==> src/rtl/core/i2crts_pkg.sv <==
`timescale 1ns / 1ps
// ----------------------------------------------------------------------------
// I2C register transaction sequencer - shared definitions
// Beat types, bus command and phase codes, and bus status codes.
// ----------------------------------------------------------------------------
package i2crts_pkg;

    typedef enum logic [1:0] {
        OP_WRITE_REG = 2'd0,
        OP_READ_REG  = 2'd1,
        OP_BUS_DONE  = 2'd2,
        OP_UNUSED    = 2'd3
    } op_t;

    typedef enum logic [2:0] {
        CMD_NONE      = 3'd0,
        CMD_START     = 3'd1,
        CMD_SEND      = 3'd2,
        CMD_RECV_ACK  = 3'd3,
        CMD_RECV_NACK = 3'd4,
        CMD_STOP      = 3'd5
    } cmd_t;

    typedef enum logic [3:0] {
        PH_IDLE   = 4'd0,
        PH_START1 = 4'd1,
        PH_ADDR_W = 4'd2,
        PH_REG    = 4'd3,
        PH_VAL    = 4'd4,
        PH_RSTART = 4'd5,
        PH_ADDR_R = 4'd6,
        PH_RECV   = 4'd7,
        PH_STOP   = 4'd8
    } phase_t;

    localparam logic [7:0] STATUS_MASK  = 8'hF8;
    localparam logic [7:0] ST_START     = 8'h08;
    localparam logic [7:0] ST_REP_START = 8'h10;
    localparam logic [7:0] ST_SLA_W_ACK = 8'h18;
    localparam logic [7:0] ST_SLA_R_ACK = 8'h40;
    localparam logic [7:0] ST_DATA_ACK  = 8'h28;

    typedef struct packed {
        logic [1:0] op;
        logic [6:0] device_address;
        logic [7:0] register_address;
        logic [7:0] write_value;
        logic [7:0] read_count;
        logic [7:0] bus_status;
        logic [7:0] received_byte;
    } req_t;

    typedef struct packed {
        logic [2:0] bus_command;
        logic [7:0] send_byte;
        logic [7:0] read_data;
        logic       read_valid;
        logic       finished;
        logic       succeeded;
    } rsp_t;

endpackage

==> src/rtl/core/i2crts_fsm.sv <==
`timescale 1ns / 1ps
// ----------------------------------------------------------------------------
// I2C register transaction sequencer - transaction state machine
// Holds the transaction context and computes the next bus command per beat.
// ----------------------------------------------------------------------------
module i2crts_fsm
(
    input  logic              clk,
    input  logic              rst_n,
    input  logic              advance,
    input  i2crts_pkg::req_t  item,
    output i2crts_pkg::rsp_t  result
);

    i2crts_pkg::phase_t phase_reg, phase_next;
    logic       is_read_reg, is_read_next;
    logic [6:0] device_reg, device_next;
    logic [7:0] register_reg, register_next;
    logic [7:0] value_reg, value_next;
    logic [7:0] bytes_left_reg, bytes_left_next;
    logic       pending_reg, pending_next;

    logic [7:0] status;
    logic       start_ok;
    logic       addr_ok;
    logic       data_ok;
    logic [7:0] bytes_dec;

    always_ff @(posedge clk or negedge rst_n)
    begin
        if (!rst_n)
        begin
            phase_reg      <= i2crts_pkg::PH_IDLE;
            is_read_reg    <= 1'b0;
            device_reg     <= 7'd0;
            register_reg   <= 8'd0;
            value_reg      <= 8'd0;
            bytes_left_reg <= 8'd0;
            pending_reg    <= 1'b0;
        end
        else if (advance)
        begin
            phase_reg      <= phase_next;
            is_read_reg    <= is_read_next;
            device_reg     <= device_next;
            register_reg   <= register_next;
            value_reg      <= value_next;
            bytes_left_reg <= bytes_left_next;
            pending_reg    <= pending_next;
        end
    end

    assign status    = item.bus_status & i2crts_pkg::STATUS_MASK;
    assign start_ok  = (status == i2crts_pkg::ST_START) || (status == i2crts_pkg::ST_REP_START);
    assign addr_ok   = (status == i2crts_pkg::ST_SLA_W_ACK) || (status == i2crts_pkg::ST_SLA_R_ACK);
    assign data_ok   = (status == i2crts_pkg::ST_DATA_ACK);
    assign bytes_dec = (bytes_left_reg != 8'd0) ? bytes_left_reg - 8'd1 : bytes_left_reg;

    always_comb
    begin
        phase_next      = phase_reg;
        is_read_next    = is_read_reg;
        device_next     = device_reg;
        register_next   = register_reg;
        value_next      = value_reg;
        bytes_left_next = bytes_left_reg;
        pending_next    = pending_reg;
        result          = '0;

        if (((item.op == i2crts_pkg::OP_WRITE_REG) || (item.op == i2crts_pkg::OP_READ_REG))
            && (phase_reg == i2crts_pkg::PH_IDLE))
        begin
            is_read_next       = (item.op == i2crts_pkg::OP_READ_REG);
            device_next        = item.device_address;
            register_next      = item.register_address;
            value_next         = item.write_value;
            bytes_left_next    = (item.op == i2crts_pkg::OP_READ_REG) ? item.read_count : 8'd0;
            pending_next       = 1'b0;
            result.bus_command = i2crts_pkg::CMD_START;
            phase_next         = i2crts_pkg::PH_START1;
        end
        else if (item.op == i2crts_pkg::OP_BUS_DONE)
        begin
            case (phase_reg)
                i2crts_pkg::PH_START1,
                i2crts_pkg::PH_RSTART:
                begin
                    if (!start_ok)
                    begin
                        result.finished = 1'b1;
                        phase_next      = i2crts_pkg::PH_IDLE;
                    end
                    else if (phase_reg == i2crts_pkg::PH_START1)
                    begin
                        result.bus_command = i2crts_pkg::CMD_SEND;
                        result.send_byte   = {device_reg, 1'b0};
                        phase_next         = i2crts_pkg::PH_ADDR_W;
                    end
                    else
                    begin
                        result.bus_command = i2crts_pkg::CMD_SEND;
                        result.send_byte   = {device_reg, 1'b1};
                        phase_next         = i2crts_pkg::PH_ADDR_R;
                    end
                end
                i2crts_pkg::PH_ADDR_W:
                begin
                    if (!addr_ok)
                    begin
                        result.finished = 1'b1;
                        phase_next      = i2crts_pkg::PH_IDLE;
                    end
                    else
                    begin
                        result.bus_command = i2crts_pkg::CMD_SEND;
                        result.send_byte   = register_reg;
                        phase_next         = i2crts_pkg::PH_REG;
                    end
                end
                i2crts_pkg::PH_REG:
                begin
                    if (!data_ok)
                    begin
                        result.bus_command = i2crts_pkg::CMD_STOP;
                        pending_next       = 1'b0;
                        phase_next         = i2crts_pkg::PH_STOP;
                    end
                    else if (is_read_reg)
                    begin
                        result.bus_command = i2crts_pkg::CMD_START;
                        phase_next         = i2crts_pkg::PH_RSTART;
                    end
                    else
                    begin
                        result.bus_command = i2crts_pkg::CMD_SEND;
                        result.send_byte   = value_reg;
                        phase_next         = i2crts_pkg::PH_VAL;
                    end
                end
                i2crts_pkg::PH_VAL:
                begin
                    result.bus_command = i2crts_pkg::CMD_STOP;
                    pending_next       = data_ok;
                    phase_next         = i2crts_pkg::PH_STOP;
                end
                i2crts_pkg::PH_ADDR_R:
                begin
                    if (!addr_ok)
                    begin
                        result.finished = 1'b1;
                        phase_next      = i2crts_pkg::PH_IDLE;
                    end
                    else if (bytes_left_reg == 8'd0)
                    begin
                        result.bus_command = i2crts_pkg::CMD_STOP;
                        pending_next       = 1'b1;
                        phase_next         = i2crts_pkg::PH_STOP;
                    end
                    else
                    begin
                        result.bus_command = (bytes_left_reg == 8'd1) ? i2crts_pkg::CMD_RECV_NACK
                                                                      : i2crts_pkg::CMD_RECV_ACK;
                        phase_next         = i2crts_pkg::PH_RECV;
                    end
                end
                i2crts_pkg::PH_RECV:
                begin
                    result.read_data  = item.received_byte;
                    result.read_valid = 1'b1;
                    bytes_left_next   = bytes_dec;
                    if (bytes_dec == 8'd0)
                    begin
                        result.bus_command = i2crts_pkg::CMD_STOP;
                        pending_next       = 1'b1;
                        phase_next         = i2crts_pkg::PH_STOP;
                    end
                    else
                    begin
                        result.bus_command = (bytes_dec == 8'd1) ? i2crts_pkg::CMD_RECV_NACK
                                                                 : i2crts_pkg::CMD_RECV_ACK;
                    end
                end
                i2crts_pkg::PH_STOP:
                begin
                    result.finished  = 1'b1;
                    result.succeeded = pending_reg;
                    phase_next       = i2crts_pkg::PH_IDLE;
                end
                default:
                begin
                    phase_next = i2crts_pkg::PH_IDLE;
                end
            endcase
        end
    end

endmodule

==> src/rtl/core/i2c_register_transaction_sequencer.sv <==
`timescale 1ns / 1ps
// ----------------------------------------------------------------------------
// I2C register transaction sequencer - top level
// Turns register read/write requests and bus completion beats into I2C
// master bus commands, received bytes and transaction outcomes.
//
// Channels: req carries one request or bus completion per beat (req_valid,
// req_stall); rsp carries exactly one result beat per request beat
// (rsp_valid, rsp_stall).
// Path: an accepted request beat lands in the input register; its result
// is loaded into the output register when the output register is free or
// rsp_stall is low, and rsp_valid rises with it.
// Throughput: one beat per cycle while rsp_stall is low; the state update
// is a single short step between the input register and the output register.
// Stall: while rsp_stall is high the result beat holds; the input register
// still fills, and req_stall rises only when both registers are full.
// Reset: rst_n low empties both registers and returns the sequencer to idle
// with an empty transaction context.
// ----------------------------------------------------------------------------
module i2c_register_transaction_sequencer
(
    input  logic              clk,
    input  logic              rst_n,
    input  logic              req_valid,
    output logic              req_stall,
    input  i2crts_pkg::req_t  req,
    output logic              rsp_valid,
    input  logic              rsp_stall,
    output i2crts_pkg::rsp_t  rsp
);

    logic              stage_valid_reg;
    i2crts_pkg::req_t  stage_reg;
    logic              rsp_valid_reg;
    i2crts_pkg::rsp_t  rsp_reg;
    logic              advance;
    i2crts_pkg::rsp_t  result;

    assign advance   = stage_valid_reg && (!rsp_valid_reg || !rsp_stall);
    assign req_stall = stage_valid_reg && !advance;

    always_ff @(posedge clk or negedge rst_n)
    begin
        if (!rst_n)
        begin
            stage_valid_reg <= 1'b0;
            rsp_valid_reg   <= 1'b0;
        end
        else
        begin
            if (req_valid && !req_stall)
            begin
                stage_valid_reg <= 1'b1;
            end
            else if (advance)
            begin
                stage_valid_reg <= 1'b0;
            end
            if (advance)
            begin
                rsp_valid_reg <= 1'b1;
            end
            else if (!rsp_stall)
            begin
                rsp_valid_reg <= 1'b0;
            end
        end
    end

    always_ff @(posedge clk)
    begin
        if (req_valid && !req_stall)
        begin
            stage_reg <= req;
        end
        if (advance)
        begin
            rsp_reg <= result;
        end
    end

    i2crts_fsm u_fsm
    (
        .clk     (clk),
        .rst_n   (rst_n),
        .advance (advance),
        .item    (stage_reg),
        .result  (result)
    );

    assign rsp_valid = rsp_valid_reg;
    assign rsp       = rsp_reg;

endmodule

==> config.mk <==
export PLATFORM = sky130hd
export DESIGN_NAME = i2c_register_transaction_sequencer
export DESIGN_NICKNAME = d
export VERILOG_FILES = /design/src/rtl/core/i2crts_pkg.sv /design/src/rtl/core/i2crts_fsm.sv /design/src/rtl/core/i2c_register_transaction_sequencer.sv
export SDC_FILE = /design/constraint.sdc
export NUM_CORES = 1
export LEC_CHECK = 0
export BUFFER_PORTS_ARGS = -buffer_cell sky130_fd_sc_hd__buf_2
export CORE_UTILIZATION = 47
export DETAILED_ROUTE_END_ITERATION = 12
export HOLD_SLACK_MARGIN = 0.06
export PLACE_DENSITY = 0.71
export SLEW_MARGIN = 25
export SYNTH_ARGS = -nofsm -noshare
export SYNTH_HDL_FRONTEND = slang
export SYNTH_SLANG_ARGS = --single-unit
export TNS_END_PERCENT = 10
==> constraint.sdc <==
create_clock -name clk -period 6.9 [get_ports clk]
set_input_delay 0.345 -clock clk [delete_from_list [all_inputs] [get_ports clk]]
set_output_delay 0.345 -clock clk [all_outputs]
set_load 0.01 [all_outputs]
==> metrics.yaml <==
run_status:
  outcome: "completed"
routing:
  drt_iter0_markers: 306
  dr.pass1.iters: 5
  finalWirelength_mm: 9.042
  via_per_inst: 5.608
  drcViolationCount: 0
  routedWlPerCell_um: 16.35
  antenna_left: 0
  vias: 3101
floorplan:
  row_count: 36
  start_util: 0.4807
  die_y_um: 101.8
  pin_count: 77
  die-area_um2: 10350
  die_w_um: 101.8
  core-area_um2: 9729
logic_synthesis:
  netlist_instances: 344
  ys.flop_type: "edfxtp_1"
  syn_area_um2: 4677
  synth_top_family_by_area: "compound AO/OA/AOI/OAI gates"
  ys_seq_area_frac: 0.6453
  ys_types: 60
  synth_xor_area_frac: 0.005618
  ys_async_sr_fraction: 0.3645
  yosys_warnings: 0
  synth_seq_cells: 107
  synth_compound_area_frac: 0.1303
  synthMuxAreaShare: 0.05778
  avgSynthCellArea_um2: 13.60
  synthSimpleGateAreaFrac: 0.1279
  synthAdderAreaFrac: 0.008026
  synth_nets: 400
  synth_edf_count: 68
layout:
  fillCellCount: 846
  layout_commonest_cell: "buf_2"
  final_util: 0.5536
  area_growth_pct: 15.17
  fin_cells: 553
  diodes: 0
  final_nets: 471
  register_area_um2: 3018
  layout_common_cells: "buf_2, edfxtp_1, dfrtp_1"
  drive_gt1_frac: 0.3214
  largest_reg_flops: 46
  multi_input_area_um2: 1558
setup_path:
  crit_path_end_kind: "flop"
  cp.arrival_ns: 3.04
  slowest_stage: "o21ai_1"
  max_stage_delay_ns: 0.84
  critPathLaunchType: "flop"
  path_class: "flop to flop"
  required_ns: 7.15
  crit_chain: "a21bo_2 > clkinv_1 > o21ai_1 > a21oi_1 > o22a_1"
  path_max_fanout: 24
sta:
  rsz0062_at_grt: "false"
  fin_ws_ns: 4.115
  fmax_mhz: 359.0
  finalClockSkew_ns: 0.01497
  setup_violations: 0
  fin_crit_sh: 0.4037
  slew_violations: 0
  worst_pin_slew_ns: 0.9087
  fin_tns_setup_ns: 0
  post-route-min-period_ns: 2.785
  slew_headroom: 0.3920
  hold_viol_final: 0
global_routing:
  grt_pass1_wl_mm: 14.35
  met3_usage: 0.04072
  grt_use_total: 0.1879
  gr-total-overflow: 0
  antenna_found_initial: 0
  grt_start_max_net_pins: 47
  grt_pass1_vias: 2807
  grt.met1_usage: 0.2495
  grtUsageMet2: 0.3004
  top_usage_layer: "met2"
power_and_ir_drop:
  p_int_mw: 1.188
  switchingPower_mw: 0.5765
  p_seq_frac: 0.532
  power_mw: 1.765
  leakage_nw: 2.061
  swShare: 0.3266
  p_clk_frac: 0.221
  max-vdd-ir-drop_mv: 0.1563
  power_density_nw_per_um2: 327.7
  combPwrFrac: 0.247
clock_network:
  cts-buffers-inserted: 9
  clockRootBuffer: "clkbuf_8"
  cts_sinks: 107
  htree_levels: 3
  clock_latency_ns: 0.37
  clkTransAtPathRegs_ns: 0.11
  cts_tree: "yes"
  clockBufferDepth: 2
placed_design:
  dp_hpwl_mm: 6.097
  pre_cts_slack_ns: 4.169
  port_buffers: 73
  dp_cells: 535
  gp_congestion: 0.9422
min_path:
  hold_class: "primary input to flop"
flow_run:
  cap_violations: 0
## power groups by stage
stage	clock network, mW	logic, mW	registers [mW]
after global routing	0.419	0.480	0.957
after detailed placement	0	0.427	0.949
after global placement	0	0.411	0.944
after CTS	0.401	0.429	0.935
after floorplan	0	0.371	0.897
final	0.390	0.436	0.938
## final timing paths
| kind | depth (start not counted) | end | slack (ns) | from |
|---|---|---|---|---|
| hold reg to reg | 1 | u_fsm.value_reg[3] | 0.48 | stage_reg[27] |
| min in group asynchronous | 2 | u_fsm.bytes_left_reg[4] | 0.37 | rst_n |
| hold / removal | 1 | stage_reg[44] | 0.14 | req[44] |
| setup / recovery | 5 | u_fsm.bytes_left_reg[0] | 4.11 | stage_valid_reg |
| max in group asynchronous | 3 | u_fsm.bytes_left_reg[1] | 6.08 | rst_n |
| setup reg to reg | 5 | u_fsm.bytes_left_reg[0] | 4.11 | stage_valid_reg |
## worst max-delay path: cells and delay by family (launching register included)
kind	cells	cell delay, ns
buffers and inverters	1	0.75
DFF	1	0.40
AOI/OAI and AO/OA	4	1.52
## synth_stat cells (2+ instances only)
master,instances,share of area
or2_2,2,0.0027
nor4_4,3,0.014
a32oi_1,4,0.0075
o21ai_0,16,0.017
or4_1,2,0.0032
inv_1,7,0.0056
a2111oi_0,2,0.0037
a31oi_1,3,0.0040
nand3_1,5,0.0053
nand2_1,18,0.014
mux2_2,24,0.058
a21oi_1,20,0.021
and3_1,12,0.016
o21bai_1,2,0.0032
nor2_1,19,0.015
o211ai_1,5,0.0080
nor4b_1,2,0.0037
nand4_1,2,0.0027
and2_1,3,0.0040
nor4_2,2,0.0053
clkbuf_1,5,0.0040
edfxtp_1,68,0.44
a2bb2oi_1,2,0.0037
xnor2_1,3,0.0056
o21a_1,2,0.0032
a21o_1,2,0.0032
o31ai_1,3,0.0048
ha_1,3,0.0080
buf_6,2,0.0048
buf_2,10,0.011
nand2b_1,3,0.0040
nor4_1,3,0.0040
o21ai_1,4,0.0043
nor3_1,2,0.0021
o211ai_2,2,0.0053
a22oi_1,9,0.014
nor2b_1,7,0.0094
dfrtp_1,39,0.21
## cell families after synthesis
family | count (synthesis)
and+or+nand+nor | 95
adders and majority gates | 3
DFF | 107
buffers and inverters | 24
muxes | 24
AOI/OAI and AO/OA | 88
xor gates and xnor gates | 3
## layout make-up
| class | instances | area share |
|---|---|---|
| sequential | 107 | 0.5603 |
| clock inverter | 6 | 0.01487 |
| tap | 133 | 0.03089 |
| multi-input combinational | 213 | 0.2892 |
| timing repair buffer | 77 | 0.07619 |
| clock buffer | 10 | 0.02369 |
| inverter | 7 | 0.004878 |
## what timing repair did
item                      in CTS  in global routing
hold buffers                   0                  1
hold endpoints to repair       0                  9
gates resized for setup        0                  0
setup buffers                  0                  0
## metrics by stage
stage,instance area [um^2],hold WS [ns]
floorplan,4677,0.04941
global placement,5134,0.4502
detailed placement,5134,0.4660
CTS,5341,0.1180
global route,5386,0.1187
finish,5386,0.1382
## layer usage
layer | vias to the layer above | wire [um]
met1 | 1522 | 4093
met5 | - | 0
met2 | 111 | 4273
li1 | 1456 | -
met3 | 12 | 508
met4 | 0 | 167
(Power assumes the default switching activity.)
